<file path="config.mk">
export PLATFORM = sky130hd
export DESIGN_NAME = joystick_button_event_generator_core
export DESIGN_NICKNAME = d
export VERILOG_FILES = /design/src/rtl/core/jbeg_pkg.sv /design/src/rtl/core/jbeg_front.sv /design/src/rtl/core/jbeg_queue.sv /design/src/rtl/core/jbeg_back.sv /design/src/rtl/core/joystick_button_event_generator_core.sv
export SDC_FILE = /design/constraint.sdc
export NUM_CORES = 1
export LEC_CHECK = 0
export BUFFER_PORTS_ARGS = -buffer_cell sky130_fd_sc_hd__buf_2
export CELL_PAD_IN_SITES_DETAIL_PLACEMENT = 0
export CELL_PAD_IN_SITES_GLOBAL_PLACEMENT = 2
export CORE_ASPECT_RATIO = 0.8
export CORE_MARGIN = 8
export CORE_UTILIZATION = 30
export DETAILED_ROUTE_END_ITERATION = 12
export PLACE_DENSITY_LB_ADDON = 0.1
export SETUP_SLACK_MARGIN = 0.05
export SKIP_CTS_REPAIR_TIMING = 1
export SKIP_LAST_GASP = 1
export SLEW_MARGIN = 20
export SYNTH_ARGS = -nofsm -noshare
export SYNTH_HDL_FRONTEND = slang
export SYNTH_HIERARCHICAL = 1
export SYNTH_SLANG_ARGS = --single-unit
</file>
<file path="constraint.sdc">
create_clock -name clk -period 9.6 [get_ports clk]
set_input_delay 1.92 -clock clk [delete_from_list [all_inputs] [get_ports clk]]
set_output_delay 1.92 -clock clk [all_outputs]
set_load 0.01 [all_outputs]
</file>
<file path="src/rtl/core/jbeg_pkg.sv">
// ----------------------------------------------------------------------------
// jbeg_pkg
// Shared types, codes and timing constants of the joystick event generator.
// ----------------------------------------------------------------------------
package jbeg_pkg;

  localparam int SampleW = 12;
  localparam int TimeW   = 32;
  localparam int CodeW   = 3;
  localparam int IndexW  = 3;
  localparam int InDataW  = 64;
  localparam int OutDataW = 8;

  localparam logic [SampleW-1:0] SAMPLE_MAX = 12'd4095;

  localparam logic [TimeW-1:0] HOLD_MS         = 32'd600;
  localparam logic [TimeW-1:0] CLICK_MS        = 32'd35;
  localparam logic [TimeW-1:0] REPEAT_DELAY_MS = 32'd340;
  localparam logic [TimeW-1:0] REPEAT_GAP_MS   = 32'd110;
  localparam logic signed [14:0] DEAD_MIN      = 15'sd80;

  localparam logic [CodeW-1:0] EV_NONE  = 3'd0;
  localparam logic [CodeW-1:0] EV_OK    = 3'd1;
  localparam logic [CodeW-1:0] EV_EXIT  = 3'd2;
  localparam logic [CodeW-1:0] EV_UP    = 3'd3;
  localparam logic [CodeW-1:0] EV_DOWN  = 3'd4;
  localparam logic [CodeW-1:0] EV_LEFT  = 3'd5;
  localparam logic [CodeW-1:0] EV_TO_RIGHT = 3'd6;

  localparam logic [IndexW-1:0] REG_ROTATION = 3'd0;
  localparam logic [IndexW-1:0] REG_CENTER_X = 3'd1;
  localparam logic [IndexW-1:0] REG_CENTER_Y = 3'd2;
  localparam logic [IndexW-1:0] REG_LOW_X    = 3'd3;
  localparam logic [IndexW-1:0] REG_HIGH_X   = 3'd4;
  localparam logic [IndexW-1:0] REG_LOW_Y    = 3'd5;
  localparam logic [IndexW-1:0] REG_HIGH_Y   = 3'd6;

  // Classified poll handed from the front end to the event engine.
  typedef struct packed {
    logic [CodeW-1:0] dir;
    logic             sw;
    logic [TimeW-1:0] now;
  } item_t;

  typedef struct packed {
    logic full;
    logic empty;
  } q_status_t;

endpackage

</file>
<file path="src/rtl/core/jbeg_front.sv">
// ----------------------------------------------------------------------------
// jbeg_front
// Holds the calibration registers, rotates the stick sample and turns it
// into a direction code.
// ----------------------------------------------------------------------------
module jbeg_front (
  input  logic                         clk,
  input  logic                         rst_n,
  input  logic                         cfg_we,
  input  logic [jbeg_pkg::IndexW-1:0]  cfg_index,
  input  logic [jbeg_pkg::SampleW-1:0] cfg_wdata,
  input  logic [jbeg_pkg::SampleW-1:0] x_sample,
  input  logic [jbeg_pkg::SampleW-1:0] y_sample,
  input  logic                         button_pressed,
  input  logic [jbeg_pkg::TimeW-1:0]   now_ms,
  output jbeg_pkg::item_t              item
);
  import jbeg_pkg::*;

  localparam logic [1:0] AX_MID  = 2'd0;
  localparam logic [1:0] AX_LOW  = 2'd1;
  localparam logic [1:0] AX_HIGH = 2'd2;

  logic [1:0]         rotation_r;
  logic [SampleW-1:0] center_x_r, center_y_r, low_x_r, high_x_r, low_y_r, high_y_r;
  logic [SampleW-1:0] rx, ry;
  logic [1:0]         dx, dy;

  // Half distances are truncated toward zero, so a bound on the wrong side
  // of the center falls back to the minimum dead zone.
  function automatic logic [1:0] classify(input logic [SampleW-1:0] v,
                                          input logic [SampleW-1:0] c,
                                          input logic [SampleW-1:0] lo,
                                          input logic [SampleW-1:0] hi);
    logic signed [14:0] vs, cs, dl, dh, sl, sh, hl, hh, tl, tr;
    begin
      vs = signed'({3'b000, v});
      cs = signed'({3'b000, c});
      dl = cs - signed'({3'b000, lo});
      dh = signed'({3'b000, hi}) - cs;
      sl = dl + 15'(dl[14]);
      sh = dh + 15'(dh[14]);
      hl = sl >>> 1;
      hh = sh >>> 1;
      tl = (hl <= DEAD_MIN) ? (cs - DEAD_MIN) : (cs - hl);
      tr = (hh <= DEAD_MIN) ? (cs + DEAD_MIN) : (cs + hh);
      if (vs > tr) begin
        classify = AX_HIGH;
      end else if (vs < tl) begin
        classify = AX_LOW;
      end else begin
        classify = AX_MID;
      end
    end
  endfunction

  always_ff @(posedge clk) begin
    if (!rst_n) begin
      rotation_r <= 2'd0;
      center_x_r <= 12'd2048;
      center_y_r <= 12'd2048;
      low_x_r    <= 12'd1148;
      high_x_r   <= 12'd2948;
      low_y_r    <= 12'd1148;
      high_y_r   <= 12'd2948;
    end else if (cfg_we) begin
      case (cfg_index)
        REG_ROTATION: rotation_r <= cfg_wdata[1:0];
        REG_CENTER_X: center_x_r <= cfg_wdata;
        REG_CENTER_Y: center_y_r <= cfg_wdata;
        REG_LOW_X:    low_x_r    <= cfg_wdata;
        REG_HIGH_X:   high_x_r   <= cfg_wdata;
        REG_LOW_Y:    low_y_r    <= cfg_wdata;
        REG_HIGH_Y:   high_y_r   <= cfg_wdata;
        default: ;
      endcase
    end
  end

  always_comb begin
    case (rotation_r)
      2'd0: begin
        rx = x_sample;
        ry = y_sample;
      end
      2'd1: begin
        rx = y_sample;
        ry = SAMPLE_MAX - x_sample;
      end
      2'd2: begin
        rx = SAMPLE_MAX - x_sample;
        ry = SAMPLE_MAX - y_sample;
      end
      default: begin
        rx = SAMPLE_MAX - y_sample;
        ry = x_sample;
      end
    endcase
  end

  assign dx = classify(rx, center_x_r, low_x_r, high_x_r);
  assign dy = classify(ry, center_y_r, low_y_r, high_y_r);

  // Vertical wins over horizontal.
  always_comb begin
    if (dy == AX_LOW) begin
      item.dir = EV_UP;
    end else if (dy == AX_HIGH) begin
      item.dir = EV_DOWN;
    end else if (dx == AX_LOW) begin
      item.dir = EV_LEFT;
    end else if (dx == AX_HIGH) begin
      item.dir = EV_TO_RIGHT;
    end else begin
      item.dir = EV_NONE;
    end
    item.sw  = button_pressed;
    item.now = now_ms;
  end

endmodule

</file>
<file path="src/rtl/core/jbeg_queue.sv">
// ----------------------------------------------------------------------------
// jbeg_queue
// Two-entry queue of classified polls between the front end and the engine.
// ----------------------------------------------------------------------------
module jbeg_queue (
  input  logic                 clk,
  input  logic                 rst_n,
  input  logic                 push,
  input  jbeg_pkg::item_t      push_item,
  input  logic                 pop,
  output jbeg_pkg::item_t      pop_item,
  output jbeg_pkg::q_status_t  status
);
  import jbeg_pkg::*;

  item_t      mem_r [2];
  logic       wr_ptr_r, rd_ptr_r;
  logic [1:0] count_r, count_nxt;

  always_comb begin
    count_nxt = count_r;
    if (push && !pop) begin
      count_nxt = count_r + 2'd1;
    end else if (pop && !push) begin
      count_nxt = count_r - 2'd1;
    end
  end

  always_ff @(posedge clk) begin
    if (!rst_n) begin
      wr_ptr_r <= 1'b0;
      rd_ptr_r <= 1'b0;
      count_r  <= 2'd0;
    end else begin
      if (push) begin
        wr_ptr_r <= ~wr_ptr_r;
      end
      if (pop) begin
        rd_ptr_r <= ~rd_ptr_r;
      end
      count_r <= count_nxt;
    end
  end

  always_ff @(posedge clk) begin
    if (push) begin
      mem_r[wr_ptr_r] <= push_item;
    end
  end

  assign pop_item     = mem_r[rd_ptr_r];
  assign status.full  = count_r[1];
  assign status.empty = (count_r == 2'd0);

endmodule

</file>
<file path="src/rtl/core/jbeg_back.sv">
// ----------------------------------------------------------------------------
// jbeg_back
// Event engine: button hold and click timing, direction auto-repeat, and the
// output register of the result channel.
// ----------------------------------------------------------------------------
module jbeg_back (
  input  logic                       clk,
  input  logic                       rst_n,
  input  logic                       item_valid,
  input  jbeg_pkg::item_t            item,
  output logic                       item_pop,
  output logic                       ev_valid,
  output logic [jbeg_pkg::CodeW-1:0] ev_code,
  input  logic                       ev_ready
);
  import jbeg_pkg::*;

  logic             held_r, held_nxt;
  logic             exit_sent_r, exit_sent_nxt;
  logic [TimeW-1:0] press_time_r, press_time_nxt;
  logic [CodeW-1:0] last_dir_r, last_dir_nxt;
  logic [TimeW-1:0] dir_start_r, dir_start_nxt;
  logic [TimeW-1:0] repeat_r, repeat_nxt;
  logic             ev_valid_r, ev_valid_nxt;
  logic [CodeW-1:0] ev_code_r, ev_code_nxt;

  logic             press_edge, exit1, do_dir;
  logic [TimeW-1:0] press1, held_for;

  assign item_pop = item_valid && (!ev_valid_r || ev_ready);

  always_comb begin
    press_edge = item.sw && !held_r;
    press1     = press_edge ? item.now : press_time_r;
    exit1      = press_edge ? 1'b0 : exit_sent_r;
    held_for   = item.now - press1;

    held_nxt       = held_r;
    exit_sent_nxt  = exit_sent_r;
    press_time_nxt = press_time_r;
    last_dir_nxt   = last_dir_r;
    dir_start_nxt  = dir_start_r;
    repeat_nxt     = repeat_r;
    ev_code_nxt    = ev_code_r;
    ev_valid_nxt   = ev_valid_r && !ev_ready;
    do_dir         = 1'b0;

    if (item_pop) begin
      ev_valid_nxt   = 1'b1;
      ev_code_nxt    = EV_NONE;
      held_nxt       = held_r || item.sw;
      press_time_nxt = press1;
      exit_sent_nxt  = exit1;
      if (item.sw && !exit1 && (held_for >= HOLD_MS)) begin
        exit_sent_nxt = 1'b1;
        ev_code_nxt   = EV_EXIT;
      end else if (!item.sw && held_r) begin
        held_nxt       = 1'b0;
        press_time_nxt = '0;
        if (!exit1 && (held_for > CLICK_MS)) begin
          ev_code_nxt = EV_OK;
        end else begin
          do_dir = 1'b1;
        end
      end else begin
        do_dir = 1'b1;
      end

      // A poll that gave a button event leaves the direction state alone.
      if (do_dir) begin
        if (item.dir == EV_NONE) begin
          last_dir_nxt = EV_NONE;
        end else if (item.dir != last_dir_r) begin
          last_dir_nxt  = item.dir;
          dir_start_nxt = item.now;
          repeat_nxt    = item.now;
          ev_code_nxt   = item.dir;
        end else if (((item.now - dir_start_r) > REPEAT_DELAY_MS) &&
                     ((item.now - repeat_r) > REPEAT_GAP_MS)) begin
          repeat_nxt  = item.now;
          ev_code_nxt = item.dir;
        end
      end
    end
  end

  always_ff @(posedge clk) begin
    if (!rst_n) begin
      held_r       <= 1'b0;
      exit_sent_r  <= 1'b0;
      press_time_r <= '0;
      last_dir_r   <= EV_NONE;
      dir_start_r  <= '0;
      repeat_r     <= '0;
      ev_valid_r   <= 1'b0;
    end else begin
      held_r       <= held_nxt;
      exit_sent_r  <= exit_sent_nxt;
      press_time_r <= press_time_nxt;
      last_dir_r   <= last_dir_nxt;
      dir_start_r  <= dir_start_nxt;
      repeat_r     <= repeat_nxt;
      ev_valid_r   <= ev_valid_nxt;
    end
  end

  always_ff @(posedge clk) begin
    ev_code_r <= ev_code_nxt;
  end

  assign ev_valid = ev_valid_r;
  assign ev_code  = ev_code_r;

endmodule

</file>
<file path="src/rtl/core/joystick_button_event_generator_core.sv">
// ----------------------------------------------------------------------------
// joystick_button_event_generator_core
// Turns joystick and button polls into navigation events.
// ----------------------------------------------------------------------------
// Each input beat is one poll: stick X and Y samples, the button level and a
// millisecond timestamp. Every poll yields exactly one output beat carrying
// an event code (none, ok, exit, up, down, left, right).
// The calibration registers are written through the cfg_ port, one register
// per cycle with cfg_we high, and should only change while no poll is in
// flight.
// A poll is classified as it is accepted and written into a two-entry queue;
// the engine then pops it and registers its event when the output is free.
// Throughput is one poll per cycle while the receiver keeps up; the event
// engine handles one queued poll per cycle and sets that figure.
// When the receiver stalls, the event waits in the output register, the
// queue fills, and in_tready falls once both entries are taken.
// Reset (synchronous, rst_n low) restores the default calibration, clears
// the button and direction history and empties the queue and output.
// ----------------------------------------------------------------------------
module joystick_button_event_generator_core (
  input  logic                          clk,
  input  logic                          rst_n,
  input  logic                          cfg_we,
  input  logic [jbeg_pkg::IndexW-1:0]   cfg_index,
  input  logic [jbeg_pkg::SampleW-1:0]  cfg_wdata,
  input  logic                          in_tvalid,
  output logic                          in_tready,
  // [11:0] x_sample, [23:12] y_sample, [24] button_pressed, [56:25] now_ms
  input  logic [jbeg_pkg::InDataW-1:0]  in_tdata,
  output logic                          out_tvalid,
  input  logic                          out_tready,
  // [2:0] event_code
  output logic [jbeg_pkg::OutDataW-1:0] out_tdata
);
  import jbeg_pkg::*;

  item_t            front_item, q_item;
  q_status_t        q_st;
  logic             q_push, q_pop;
  logic [CodeW-1:0] ev_code;

  jbeg_front u_front (
    .clk            (clk),
    .rst_n          (rst_n),
    .cfg_we         (cfg_we),
    .cfg_index      (cfg_index),
    .cfg_wdata      (cfg_wdata),
    .x_sample       (in_tdata[11:0]),
    .y_sample       (in_tdata[23:12]),
    .button_pressed (in_tdata[24]),
    .now_ms         (in_tdata[56:25]),
    .item           (front_item)
  );

  assign in_tready = !q_st.full;
  assign q_push    = in_tvalid && in_tready;

  jbeg_queue u_queue (
    .clk       (clk),
    .rst_n     (rst_n),
    .push      (q_push),
    .push_item (front_item),
    .pop       (q_pop),
    .pop_item  (q_item),
    .status    (q_st)
  );

  jbeg_back u_back (
    .clk        (clk),
    .rst_n      (rst_n),
    .item_valid (!q_st.empty),
    .item       (q_item),
    .item_pop   (q_pop),
    .ev_valid   (out_tvalid),
    .ev_code    (ev_code),
    .ev_ready   (out_tready)
  );

  assign out_tdata = {{(OutDataW - CodeW){1'b0}}, ev_code};

`ifndef SYNTH
  a_queue_state: assert property (@(posedge clk) disable iff (!rst_n)
    !(q_st.full && q_st.empty))
    else $error("queue reports full and empty at once");

  a_refill: assert property (@(posedge clk) disable iff (!rst_n)
    (!q_st.empty && (!out_tvalid || out_tready)) |=> out_tvalid)
    else $error("queued poll did not reach the output register");

  a_code_range: assert property (@(posedge clk) disable iff (!rst_n)
    out_tvalid |-> (out_tdata[2:0] <= EV_TO_RIGHT))
    else $error("event code out of range");
`endif

endmodule
</file>
==> metrics <==
run status completed; gpl congestion 0.843; Sequential Power Share 19.1%; top cells by area, synth dfxtp_1 14%, ha_1 11%, edfxtp_1 8.8%, nand2_1 6.4%, mux2i_1 4.9%; Die Y 277 um; Min Hold Slack 0.456 ns; Slew headroom about a quarter; critical path startpoint u_front/center_y_r[2]$_SDFFE_PN0P_; drt pass-1 iters 5; ys async rst share 0%; First DRT Iteration DRCs 1,671; RSZ-0062 raised after global routing false; Syn Area/Cell 7.96 sq um; number of synthesized flops with an enable pin 75; global-route wire length before repair 135,000 um; DRC violations left 0; vias per cell between 5 and 6; I/O pin cnt 94; CP Max Fanout 25; Clock Sink Count 256; top-count cell post-synth nand2_1; max-slew violations 0; final setup fails 0; VDD IR-drop max 0.113 mV; Final HPWL DP 70,700 um; cts bufs inserted 34; GRT Total Usage 18.0%; commonest register cell after synthesis dfxtp_1; drt wl/cell 20.5 um; RR Startpoint u_front/center_y_r[2]$_SDFFE_PN0P_; Clock transition at path regs 0.06 ns; clk_skew 0.0191 ns; WP data required 9.88 ns; most frequent cells after synthesis 438 x nand2_1, 233 x ha_1, 205 x inv_1; #FFs+latches synth 256; fin worst setup slack approximately 1.8 ns; initial core utilization 30.3%; Int Power 3.83 mW; Die Wd 342 um; cell taking the most area after synthesis dfxtp_1; Critical Path AT 8.12 ns; share of cells above drive strength 1 8.82%; critical path's slowest cell o311ai_0; Clk network pwr share 16.7%; vias in the first global route 21,936; initial antenna violation count 3; CP Launch Type register; Port-buffer cells 81; power per standard cell area 271 mW/mm^2; count of different cell masters after synthesis 112; Yosys warnings 6; largest net degree at the start of global routing 90; Leak Pwr roughly 11 nW; die area about 0.095 sq mm; Area growth syn-to-layout 8.88%; Routed Antenna Nets 0; min cycle time layout 7.84 ns; Cells after Synth ~3,200; site row count 95; DRT Wirelength around 89,000 um; Max clock buf depth 3; Hold Path Origin u_back/dir_start_r[5]$_SDFFE_PN0P_; Setup WS pre-CTS about 2.0 ns; Layout Nets 3,509; Worst setup EP type register; Yosys top cell area share approximately 14%; Logic pwr share 64.1%; Worst Setup Path Type reg -> reg; Max Cap Viol 0; synthesized cell area 0.0255 sq mm; worst-margin pin slew 1.10 ns; root buf cell clkbuf_16; Sw Ratio 49.1%; Fin. Hold Viols 0; CTS tree built; core area between 0.08 and 0.09 sq mm; clk_lat worst skew 0.56 ns; Final period util approximately 82%; grt ovf 0; Worst Hold Class reg -> reg; sequential fraction of the synthesis area 23.0%; Net Sw Power 3.70 mW; setup TNS 0 ns; H-tree depth 2; vias 23,084; Fmax 0.128 GHz; worst stage delay on the critical path around 0.54 ns
==> layout by cell type, fill, tap and decap left out, drive strengths merged, types with 44 or more instances in the layout <==
| cell | netlist | routed |
|---|---|---|
| a21boi | 63 | 63 |
| a21o | 58 | 58 |
| nor3 | 65 | 65 |
| nand3 | 71 | 71 |
| o21ai | 183 | 183 |
| a21oi | 181 | 181 |
| dfxtp | 181 | 181 |
| nor2b | 56 | 56 |
| nor2 | 165 | 165 |
| nand4 | 44 | 44 |
| edfxtp | 75 | 75 |
| o211ai | 44 | 44 |
| buf | 67 | 108 |
| xnor2 | 141 | 141 |
| and2 | 56 | 56 |
| o21a | 54 | 54 |
| nand2 | 438 | 438 |
| mux2i | 125 | 125 |
| ha | 233 | 233 |
| xor2 | 78 | 78 |
| inv | 205 | 210 |
==> routing by layer <==
metal / wire length, um / GRT usage, % / up-vias
met4: 1270 / 3.29 / 0
met1: 48500 / 28.9 / 10973
met3: 5970 / 3.91 / 81
met2: 33100 / 23.9 / 540
met5: 0 / 0 / -
li1: - / - / 11490
==> final cells by class <==
class | instances | area [sq um]
fill | 8963 | 56400
multi-input combinational | 2575 | 18000
sequential | 256 | 5880
tap | 1115 | 1400
clock buffer | 41 | 897
inverter | 207 | 777
timing repair buffer | 108 | 614
clock inverter | 21 | 199
antenna | 1 | 2.50
==> registers in the layout, indices dropped and copies added, names as in the netlist, named ones only <==
| signal | flops |
|---|---|
| u_back/dir_start_r | 32 |
| u_back/ev_code | 3 |
| u_back/ev_valid | 1 |
| u_back/exit_sent_r | 1 |
| u_back/held_r | 1 |
| u_back/last_dir_r | 3 |
| u_back/press_time_r | 32 |
| u_back/repeat_r | 32 |
| u_front/center_x_r | 12 |
| u_front/center_y_r | 12 |
| u_front/high_x_r | 12 |
| u_front/high_y_r | 12 |
| u_front/low_x_r | 12 |
| u_front/low_y_r | 12 |
| u_front/rotation_r | 2 |
| u_queue/count_r | 2 |
| u_queue/mem_r | 72 |
| u_queue/rd_ptr_r | 1 |
| u_queue/wr_ptr_r | 1 |
==> power by group through the flow <==
stage | clock network (mW) | logic (mW) | registers (mW)
after floorplan | 0 | 3.49 | 1.44
after global placement | 0 | 4.71 | 1.46
after detailed placement | 0 | 4.72 | 1.46
after CTS | 1.32 | 4.75 | 1.44
after global routing | 1.35 | 5.30 | 1.47
final | 1.26 | 4.83 | 1.44
==> worst max-delay path, delay by kind of cell (launching register included) <==
kind	cells	cell delay [ns]
simple gates	7	1.35
compound gates	19	4.26
fa+ha+maj	3	0.85
flops	1	0.52
buf+inv	4	0.57
==> per-stage QoR <==
step	power [mW]	util, %	instances	cell area [sq um]
after floorplan	4.92	-	3212	25500
after global placement	6.16	31.7	4261	26700
after detailed placement	6.18	31.7	4261	26700
after CTS	7.51	33.0	4323	27800
after global routing	8.12	33.0	4323	27800
final	7.53	33.0	4324	27800
==> logic make-up (layout without fill, tap and decap cells) <==
kind of cell / Yosys count / after routing / share of synthesized area, %
and+or+nand+nor: 1070 / 1070 / 20.6
AOI/OAI and AO/OA: 869 / 869 / 23.2
buffers and inverters: 381 / 377 / 6.51
DFF: 256 / 256 / 23.0
adders and majority gates: 245 / 245 / 12.3
xor gates and xnor gates: 219 / 219 / 7.60
muxes: 167 / 167 / 6.77
other: 1 / 6 / 0.0147
==> path summary, 6_finish.rpt <==
check                                             to  slack (ns)  depth (start not counted)
setup / recovery      u_queue/mem_r[1][35]$_DFFE_PP_        1.76                         33
hold / removal    u_back/dir_start_r[5]$_SDFFE_PN0P_        0.46                          2
setup reg to reg      u_queue/mem_r[1][35]$_DFFE_PP_        1.76                         33
hold reg to reg   u_back/dir_start_r[5]$_SDFFE_PN0P_        0.46                          2
Note: power is estimated with default switching activity, not from simulation.
